--- src/rtl/mnca_pkg.sv ---
// Package for the MIDI note channel allocator.
// Shared constants, controller state and command/status types. No dependencies.
`timescale 1ns / 1ps

package mnca_pkg;

   localparam int NUM_SLOTS = 16;
   localparam int SLOT_W    = (NUM_SLOTS > 1) ? $clog2(NUM_SLOTS) : 1;

   localparam logic [1:0] FULL_LEN      = 2'd3;
   localparam logic [3:0] NOTE_ON_NIB   = 4'h9;
   localparam logic [3:0] NOTE_OFF_NIB  = 4'h8;

   typedef enum logic [0:0] {
      ST_LOAD,
      ST_EXEC
   } ctl_state_type;

   // controller -> datapath
   typedef struct packed {
      logic load;   // capture the incoming item
      logic exec;   // evaluate held item, update slots, fill result register
   } ctl_cmd_type;

   // datapath -> controller
   typedef struct packed {
      logic out_stall;   // result register full and not taken this cycle
   } ctl_sts_type;

endpackage

--- src/rtl/mnca_ctrl.sv ---
// Sequencer for the MIDI note channel allocator: load an item, then evaluate it.
// Depends on mnca_pkg.
`timescale 1ns / 1ps

module mnca_ctrl (
   input  logic                 clock,
   input  logic                 reset,
   input  logic                 req_valid,
   output logic                 req_ready,
   input  mnca_pkg::ctl_sts_type sts,
   output mnca_pkg::ctl_cmd_type cmd
);
   import mnca_pkg::*;

   ctl_state_type state_ff, state_in;

   always_ff @(posedge clock) begin
      if (reset) begin
         state_ff <= ST_LOAD;
      end else begin
         state_ff <= state_in;
      end
   end

   always_comb begin
      state_in = state_ff;
      unique case (state_ff)
         ST_LOAD: begin
            if (req_valid) state_in = ST_EXEC;
         end
         ST_EXEC: begin
            if (!sts.out_stall) state_in = ST_LOAD;
         end
         default: state_in = ST_LOAD;
      endcase
   end

   always_comb begin
      req_ready = 1'b0;
      cmd       = '0;
      unique case (state_ff)
         ST_LOAD: begin
            req_ready = 1'b1;
            cmd.load  = req_valid;
         end
         ST_EXEC: begin
            cmd.exec = !sts.out_stall;
         end
         default: begin
            req_ready = 1'b0;
         end
      endcase
   end

endmodule

--- src/rtl/mnca_dpath.sv ---
// Datapath of the MIDI note channel allocator: item register, slot table,
// free/match priority search, result register and channel register. Depends on mnca_pkg.
`timescale 1ns / 1ps

module mnca_dpath (
   input  logic                  clock,
   input  logic                  reset,
   input  mnca_pkg::ctl_cmd_type cmd,
   output mnca_pkg::ctl_sts_type sts,
   input  logic [31:0]           req_time_stamp,
   input  logic [1:0]            req_msg_length,
   input  logic [7:0]            req_status_byte,
   input  logic [7:0]            req_data_one,
   input  logic [7:0]            req_data_two,
   input  logic                  csr_wr_en,
   input  logic [3:0]            csr_wr_data,
   output logic                  rsp_valid,
   input  logic                  rsp_ready,
   output logic [31:0]           rsp_out_time,
   output logic [1:0]            rsp_out_length,
   output logic [7:0]            rsp_out_status,
   output logic [7:0]            rsp_out_key,
   output logic [7:0]            rsp_out_velocity
);
   import mnca_pkg::*;

   logic [3:0]  split_channel_ff;
   logic [31:0] time_ff;
   logic [1:0]  len_ff;
   logic [7:0]  st_ff, b1_ff, b2_ff;

   logic [NUM_SLOTS-1:0] slot_used_ff;
   logic [6:0]           slot_key_ff [NUM_SLOTS];

   logic              rsp_valid_ff, rsp_valid_in;
   logic [31:0]       out_time_ff;
   logic [1:0]        out_len_ff;
   logic [7:0]        out_status_ff, out_key_ff, out_vel_ff;
   logic [7:0]        out_status_in, out_key_in, out_vel_in;

   logic              is_pass, is_note, on_req, hit, emit;
   logic [6:0]        key, vel;
   logic              free_hit, match_hit;
   logic [SLOT_W-1:0] free_idx, match_idx, slot;

   always_ff @(posedge clock) begin
      if (reset) begin
         split_channel_ff <= 4'd0;
      end else if (csr_wr_en) begin
         split_channel_ff <= csr_wr_data;
      end
   end

   always_ff @(posedge clock) begin
      if (cmd.load) begin
         time_ff <= req_time_stamp;
         len_ff  <= req_msg_length;
         st_ff   <= req_status_byte;
         b1_ff   <= req_data_one;
         b2_ff   <= req_data_two;
      end
   end

   // decode
   always_comb begin
      key     = b1_ff[6:0];
      vel     = b2_ff[6:0];
      is_pass = (len_ff != FULL_LEN);
      is_note = (st_ff[3:0] == split_channel_ff)
              && ((st_ff[7:4] == NOTE_ON_NIB) || (st_ff[7:4] == NOTE_OFF_NIB));
      on_req  = (st_ff[7:4] == NOTE_ON_NIB) && (vel != 7'd0);
   end

   // lowest empty slot and lowest slot holding the key; descending so lowest wins
   always_comb begin
      free_hit  = 1'b0;
      free_idx  = '0;
      match_hit = 1'b0;
      match_idx = '0;
      for (int i = NUM_SLOTS - 1; i >= 0; i--) begin
         if (!slot_used_ff[i]) begin
            free_hit = 1'b1;
            free_idx = SLOT_W'(i);
         end
         if (slot_used_ff[i] && (slot_key_ff[i] == key)) begin
            match_hit = 1'b1;
            match_idx = SLOT_W'(i);
         end
      end
   end

   always_comb begin
      hit  = on_req ? free_hit : match_hit;
      slot = on_req ? free_idx : match_idx;
      emit = is_pass || (is_note && hit);
      if (is_pass) begin
         out_status_in = (len_ff >= 2'd1) ? st_ff : 8'd0;
         out_key_in    = (len_ff >= 2'd2) ? b1_ff : 8'd0;
         out_vel_in    = 8'd0;
      end else begin
         out_status_in = {(on_req ? NOTE_ON_NIB : NOTE_OFF_NIB), 4'd0} | 8'(slot);
         out_key_in    = {1'b0, key};
         out_vel_in    = {1'b0, vel};
      end
   end

   always_ff @(posedge clock) begin
      if (reset) begin
         slot_used_ff <= '0;
      end else if (cmd.exec && !is_pass && is_note && hit) begin
         slot_used_ff[slot] <= on_req;
      end
   end

   always_ff @(posedge clock) begin
      if (cmd.exec && !is_pass && is_note && on_req && free_hit) begin
         slot_key_ff[free_idx] <= key;
      end
   end

   always_comb begin
      rsp_valid_in = rsp_valid_ff;
      if (cmd.exec && emit) begin
         rsp_valid_in = 1'b1;
      end else if (rsp_ready) begin
         rsp_valid_in = 1'b0;
      end
   end

   always_ff @(posedge clock) begin
      if (reset) begin
         rsp_valid_ff <= 1'b0;
      end else begin
         rsp_valid_ff <= rsp_valid_in;
      end
   end

   always_ff @(posedge clock) begin
      if (cmd.exec && emit) begin
         out_time_ff   <= time_ff;
         out_len_ff    <= len_ff;
         out_status_ff <= out_status_in;
         out_key_ff    <= out_key_in;
         out_vel_ff    <= out_vel_in;
      end
   end

   assign sts.out_stall    = rsp_valid_ff && !rsp_ready;
   assign rsp_valid        = rsp_valid_ff;
   assign rsp_out_time     = out_time_ff;
   assign rsp_out_length   = out_len_ff;
   assign rsp_out_status   = out_status_ff;
   assign rsp_out_key      = out_key_ff;
   assign rsp_out_velocity = out_vel_ff;

endmodule

--- src/rtl/midi_note_channel_allocator.sv ---
// Flow: an item is loaded into the item register at the accepting edge, then
// evaluated into the result register by the load/evaluate sequencer, which
// takes no new item until the held one is evaluated. The result register lets
// the next item be taken while a result waits, and evaluation holds for as
// long as a result waits with rsp_ready low.
// Reset: synchronous, active high; all 16 slots empty, split channel 0,
// no result pending.
`timescale 1ns / 1ps

module midi_note_channel_allocator (
   input  logic        clock,
   input  logic        reset,
   // input item channel
   input  logic        req_valid,
   output logic        req_ready,
   input  logic [31:0] req_time_stamp,
   input  logic [1:0]  req_msg_length,
   input  logic [7:0]  req_status_byte,
   input  logic [7:0]  req_data_one,
   input  logic [7:0]  req_data_two,
   // result channel
   output logic        rsp_valid,
   input  logic        rsp_ready,
   output logic [31:0] rsp_out_time,
   output logic [1:0]  rsp_out_length,
   output logic [7:0]  rsp_out_status,
   output logic [7:0]  rsp_out_key,
   output logic [7:0]  rsp_out_velocity,
   // split channel register
   input  logic        csr_wr_en,
   input  logic [3:0]  csr_wr_data
);
   import mnca_pkg::*;

   ctl_cmd_type cmd;
   ctl_sts_type sts;

   // Controller: waits for an item, then holds in evaluate until the
   // result register can take the outcome.
   mnca_ctrl u_ctrl (
      .clock     (clock),
      .reset     (reset),
      .req_valid (req_valid),
      .req_ready (req_ready),
      .sts       (sts),
      .cmd       (cmd)
   );

   // Datapath: messages not three bytes long pass through. On the split channel,
   // note-on takes the lowest free slot, note-off or velocity-0 note-on frees the
   // lowest slot with its key; the slot number is the new channel. Rest dropped.
   mnca_dpath u_dpath (
      .clock            (clock),
      .reset            (reset),
      .cmd              (cmd),
      .sts              (sts),
      .req_time_stamp   (req_time_stamp),
      .req_msg_length   (req_msg_length),
      .req_status_byte  (req_status_byte),
      .req_data_one     (req_data_one),
      .req_data_two     (req_data_two),
      .csr_wr_en        (csr_wr_en),
      .csr_wr_data      (csr_wr_data),
      .rsp_valid        (rsp_valid),
      .rsp_ready        (rsp_ready),
      .rsp_out_time     (rsp_out_time),
      .rsp_out_length   (rsp_out_length),
      .rsp_out_status   (rsp_out_status),
      .rsp_out_key      (rsp_out_key),
      .rsp_out_velocity (rsp_out_velocity)
   );

endmodule

--- config.mk ---
export PLATFORM = sky130hd
export DESIGN_NAME = midi_note_channel_allocator
export DESIGN_NICKNAME = d
export VERILOG_FILES = /design/src/rtl/mnca_pkg.sv /design/src/rtl/mnca_ctrl.sv /design/src/rtl/mnca_dpath.sv /design/src/rtl/midi_note_channel_allocator.sv
export SDC_FILE = /design/constraint.sdc
export NUM_CORES = 1
export LEC_CHECK = 0
export ABC_AREA = 1
export CORE_MARGIN = 5
export CORE_UTILIZATION = 63
export DETAILED_ROUTE_END_ITERATION = 10
export DONT_BUFFER_PORTS = 1
export GPL_TIMING_DRIVEN = 0
export PLACE_DENSITY_LB_ADDON = 0.1
export RECOVER_POWER = 50
export SLEW_MARGIN = 20
export SYNTH_ARGS = -nofsm -noshare
export SYNTH_HDL_FRONTEND = slang
export SYNTH_SLANG_ARGS = --single-unit
--- constraint.sdc ---
create_clock -name clock -period 4.2 [get_ports clock]
set_clock_uncertainty 0.1 [all_clocks]
set_input_delay 0.84 -clock clock [delete_from_list [all_inputs] [get_ports clock]]
set_output_delay 0.84 -clock clock [all_outputs]
set_load 0.05 [all_outputs]
== After elaboration in Yosys (flattened, before gate mapping) ==
Memories as Yosys holds them, arrays and structs flattened.
Cells that the tools add are included.

* Memories kept: 1
* Output and inout port bits: 60
* RAM bits: 112
* Word-level logic and storage cells: 162
* Input bits: 67
* Bits in registers: 137

* Reductions and logical operators: 35
* Equal/unequal tests: 20
* $lt $le $gt $ge: 4
* Bitwise operators: 2
* Muxes and demuxes: 84

{| class="wikitable"
|+ Memories
! name !! depth !! bits a word !! read ports !! clocked after Yosys merged registers in !! wr ports !! RTL line !! source
|-
| u_dpath.slot_key_ff || 16 || 7 || 16 || 0 || 1 || mnca_dpath.sv:33 || <nowiki>logic [6:0] slot_key_ff [NUM_SLOTS];</nowiki>
|}

{| class="wikitable"
|+ Operator list
! kind !! count
|-
| $mux W4 || 33
|-
| $eq A7 B7 Y1 || 16
|-
| $mux W1 || 44
|-
| $logic_and A1 B1 Y1 || 27
|-
| $bwmux W16 || 1
|-
| $mux W8 || 2
|-
| $mux W7 || 2
|-
| $eq A4 B4 Y1 const B || 2
|-
| $or A8 B4 Y8 || 1
|-
| $reduce_bool A7 Y1 || 1
|-
| $lt A4 B5 Y1 const B || 1
|-
| $demux W1 S4 || 1
|-
| $eq A4 B4 Y1 || 1
|-
| $ge A4 B1 Y1 const B || 1
|-
| $logic_not A1 Y1 || 3
|-
| $ge A2 B1 Y1 const B || 1
|-
| $ge A2 B2 Y1 const B || 1
|-
| $logic_or A1 B1 Y1 || 2
|-
| $ne A2 B2 Y1 const B || 1
|-
| $pmux W1 S2 || 1
|-
| $reduce_and A2 Y1 || 1
|-
| $reduce_bool A2 Y1 || 1
|-
| $not A1 Y1 || 1
|}

== Depth between registers and ports, before layout ==
An unclocked memory read counts as a cell.

* Word-level depth: 25
* Mapped depth: 27
* Mapped depth without buffers: 25

== Cells and area by module ==
From an unflattened synthesis, not the netlist that was laid out.

* Cells, all modules: 917
* Area total of the unflattened synthesis: 10628.9 sq um

{| class="wikitable"
|+ By module, submodules not included
! module !! area an instance (sq um) !! times used !! cells an instance
|-
| mnca_dpath || 10568.9 || 1 || 906
|-
| mnca_ctrl || 60.1 || 1 || 11
|}

== Least setup slack after synthesis ==
No wires, ideal clock.

* Kind: input-to-reg
* Start: in req_valid
* End: reg u_dpath.b1_ff[0], enable pin
* Data required time: 3.626 ns
* Cell stages on the path: 2
* Path slack: 0.337 ns
* Arrival: 3.290 ns
* Buffers on the path: 0
* Cell sequence: inv_1 > nor2_1

{| class="wikitable"
|+ RTL lines
! element !! RTL line !! source
|-
| from (decl) || midi_note_channel_allocator.sv:14 || <nowiki>input logic req_valid,</nowiki>
|-
| to (signal assigned) || mnca_dpath.sv:59 || <nowiki>b1_ff <= req_data_one;</nowiki>
|-
| to (decl) || mnca_dpath.sv:30 || <nowiki>logic [7:0] st_ff, b1_ff, b2_ff;</nowiki>
|}

== Final worst setup path ==
* Start: reg u_dpath.b1_ff[4]
* End: reg u_dpath.out_time_ff[1] (netlist: u_dpath.rsp_out_time[1]), enable pin

* Word-level cells in the longest chain between the ends: 22
* Elaborated cells on any way between the ends: 52
* Those cells by class: eq/ne: 16; mux: 17; reduce/logical: 19

{| class="wikitable"
|+ RTL lines
! element !! RTL line !! source
|-
| $eq A7 B7 Y1 || mnca_dpath.sv:85 || <nowiki>if (slot_used_ff[i] && (slot_key_ff[i] == key)) begin</nowiki>
|-
| $logic_and A1 B1 Y1 || mnca_dpath.sv:85 ||
|-
| $mux W1 (15 in a row) || mnca_dpath.sv:85 ||
|-
| $mux W1 (*) || mnca_dpath.sv:85 ||
|-
| $mux W1 (*) || mnca_dpath.sv:93 || <nowiki>hit = on_req ? free_hit : match_hit;</nowiki>
|-
| $logic_and A1 B1 Y1 (*) || mnca_dpath.sv:95 || <nowiki>emit = is_pass || (is_note && hit);</nowiki>
|-
| $logic_or A1 B1 Y1 (*) || mnca_dpath.sv:95 ||
|-
| $logic_and A1 B1 Y1 (*) || mnca_dpath.sv:139 || <nowiki>if (cmd.exec && emit) begin</nowiki>
|-
| to (signal assigned) || mnca_dpath.sv:140 || <nowiki>out_time_ff <= time_ff;</nowiki>
|-
| to (decl) || mnca_dpath.sv:36 || <nowiki>logic [31:0] out_time_ff;</nowiki>
|}

Every way passes the cells marked *; elsewhere a longest branch is shown, timed or not.
A chain may end at the register's enable or synchronous reset.

==> run_results.csv <==
group,metric,value,unit
status,outcome,"complete, no violations",
clocking,cts_max_path_buffers,3,
worst_setup_path,cp_max_fo,34,
layout,diodes,0,
synth,synthArstFlopShare,0,%
detailed_routing,avgRoutedWirePerCell,19.2,um
clocking,cts-root-buf,"clkbuf_16",
worst_setup_path,cp_slowest_cell,"clkbuf_1",
floorplanning,die_w,140,um
place,port_buffers,0,
synth,synth_edf_count,226,
worst_setup_path,cpPeakStageDelay,0.57,ns
detailed_routing,drt_iter0_drc,555,
synth,syn_area_per_cell,11.4,sq um
worst_setup_path,r2r-start,"u_dpath.b1_ff[4]",
synth,synth_cells,939,
synth,synth-seq-area-share,67.6,%
synth,synth_fp_nets,1010,
floorplanning,ioPinCount,127,
worst_setup_path,path_class,"reg -> reg",
place,place_area,11000,sq um
layout,nets,1043,
clocking,h-tree-depth,1,
global_routing,busiest_layer,"met2",
global_routing,grt.met3_usage,4.36,%
clocking,clkTransAtPathRegs,0.06,ns
synth,synth_top_flop_cell,"edfxtp_1",
layout,n_fill_cell,1130,
synth,synth_cell_types,48,
detailed_routing,drt_pass1_iterations,5,
clocking,cts_buffers,25,
detailed_routing,drt_wl_total,23.2,mm
layout,fin_util,71.6,%
place,dp_hpwl,16.2,mm
sta,slew_headroom,1.31,%
worst_setup_path,worstSetupStartpointType,"flop",
detailed_routing,via_count,6824,
layout,drive_gt1_share,10.9,%
floorplanning,rows,47,
worst_setup_path,required,4.32,ns
global_routing,grt_pass1_wl,35.9,mm
detailed_routing,postRouteAntennaNets,0,
worst_setup_path,cp.arrival,3.97,ns
detailed_routing,viasPerCell,5.64,
worst_setup_path,end_kind,"flop",
worst_setup_path,r2r.worst_path.cells,16,
hold_path,hp-class,"in -> reg",
power,p_leak,4.54,nW
floorplanning,start_util,64.2,%
sta,rsz0062_at_grt,"no",
worst_setup_path,r2r-end,"u_dpath.rsp_out_time[1]",
sta,tightest_slew,1.48,ns
synth,synth_area_leaders,"edfxtp_1 63%, nand2_1 6.4%, nor2_1 4.6%",
synth,synth_top_area_share,63.5,%
synth,yosys_warnings,0,
floorplanning,die_y,140,um
synth,netlist_area,10700,sq um
clocking,cts.sinks,248,
worst_setup_path,cp_cell_sequence,"clkbuf_1 -> buf_4 -> inv_1 -> nand2_1 -> nand2_1 -> nor2_1 -> nand2_1 -> o21ai_0 -> nand3b_1 -> inv_1 -> nand2_1 -> nor2_2 -> nor2_2 -> o21ai_0 -> inv_4 -> buf_16",
global_routing,grt_max_degree,35,
place,place_congestion,0.980,
global_routing,use_met2,39.9,%
sta,post-route-period-util,91.7,%
sta,setup_viol,0,
worst_setup_path,ff2ff_setup_slack,0.35,ns
clocking,cts_tree,"yes",
power,vdd_drop_max,0.000418,V
job,maxCapViolCount,0,
global_routing,grt_use_met1,31.0,%
global_routing,grt_util_all_layers,23.3,%
floorplanning,core-area,16600,sq um
worst_setup_path,endpoint,"u_dpath.rsp_out_time[1]",
clocking,clkLatencyLatePin,0.53,ns
sta,hold_viol,0,
layout,stdcell_area,11900,sq um
sta,fin_crit,3.85,ns
synth,yosys-top-cells-count,"226 x edfxtp_1, 181 x nand2_1, 130 x nor2_1",
worst_setup_path,cp-startpoint,"u_dpath.b1_ff[4]",
synth,ys_ff_latch,248,
detailed_routing,drc_errors,0,
global_routing,grt_overflow,0,
sta,clock.fmax,260,MHz
worst_setup_path,crit_top_cell,"nand2_1",
layout,area_growth,11.6,%
power,p_per_area,466,nW/um^2
sta,fin_setup_tns,0,ns
sta,slew_viol_final,0,
floorplanning,dieArea,19700,sq um
synth,synth_most_common_cell,"edfxtp_1",
global_routing,grt_pass1_vias,6658,
global_routing,antenna_found_initial,0,
synth,synth_area_leader_cell,"edfxtp_1",
clocking,cts-hold-fix-buffers,0,
[critical path, delay by kind of cell (launching register included)]
kind                   cells  cell delay, ns
DFF                        1            0.33
AOI/OAI and AO/OA          2            0.44
buffers and inverters      6            1.69
and+or+nand+nor            8            0.92
[power breakdown]
group / leakage, nW / switching (mW) / total, mW / internal (mW)
Sequential: 2.26 / 0.155 / 2.94 / 2.79
Clock: 0.446 / 0.899 / 2.39 / 1.50
Combinational: 1.83 / 0.154 / 0.224 / 0.0695
Total: 4.54 / 1.21 / 5.56 / 4.35
[layout by cell type, fill, tap and decap left out, drive strengths merged, types with 22 or more instances in the layout]
cell and count:
nand4 30, nand2 186, nand3 37, dfxtp 22
xor2 28, nor2 138, buf 25, edfxtp 226
inv 117, xnor2 23, clkbuf 37
[sequential cells by signal (all words and copies together) (netlist names)]
register and cells:
u_dpath.rsp_out_status 8, u_dpath.rsp_out_length 2, u_dpath.b2_ff 7, u_dpath.rsp_valid 1, u_dpath.b1_ff 8, u_dpath.split_channel_ff 4, u_dpath.slot_key_ff 112, u_dpath.slot_used_ff 16
u_ctrl.state_ff 1, u_dpath.st_ff 8, u_dpath.rsp_out_velocity 7, u_dpath.rsp_out_key 8, u_dpath.len_ff 2, u_dpath.time_ff 32, u_dpath.rsp_out_time 32
[worst min-delay path by stage]
stage | from | endpoint | slack, ns | cells after the start
2_1_floorplan | u_dpath.time_ff[0] | u_dpath.rsp_out_time[0] | 0.30 | 0
3_3_place_gp | u_dpath.time_ff[8] | u_dpath.rsp_out_time[8] | 0.30 | 0
3_5_place_dp | u_dpath.time_ff[10] | u_dpath.rsp_out_time[10] | 0.30 | 0
4_1_cts | reset | u_dpath.rsp_valid | 0.27 | 1
5_1_grt | reset | u_dpath.rsp_valid | 0.26 | 1
6_report | reset | u_dpath.rsp_valid | 0.28 | 1
[cell type report]
cell class,instances,area [sq um],area share [%]
Multi-Input combinational cell,545,2780,23.3
Timing Repair Buffer,6,50.0,0.420
Inverter,117,447,3.75
Sequential cell,248,7230,60.6
Buffer,29,233,1.95
Clock buffer,27,653,5.48
Clock inverter,19,255,2.14
Tap cell,220,275,2.31
[per-layer routing]
layer	part of all wire [%]	wire, um
met2	51	11700
met1	40	9180
met4	2.0	457
met3	8.0	1860
met5	0	0
[cell families after synthesis]
logic type                 after synthesis  share of synthesized area, %
and+or+nand+nor                        432                          17.9
DFF                                    248                          67.6
buffers and inverters                  146                          6.35
AOI/OAI and AO/OA                       57                          3.49
xor gates and xnor gates                51                          4.18
adders and majority gates                4                         0.468
other                                    1                        0.0351
[what timing repair did]
item / CTS / global route
gates resized for setup: 0 / 2
endpoints found under the setup margin: 0 / 24
setup buffers: 0 / 3
hold endpoints to repair: 0 / 0
[through the flow]
stage          setup WS [ns]  std cells  total power, mW  hold slack (ns)
2_1_floorplan          0.337        939             3.13            0.300
3_3_place_gp          -0.526       1159             3.20            0.300
3_5_place_dp           0.252       1162             3.23            0.305
4_1_cts                0.216       1208             5.60            0.269
5_1_grt               0.0699       1211             5.74            0.258
6_report               0.347       1211             5.56            0.277
Power figures use the tool's default switching activity.
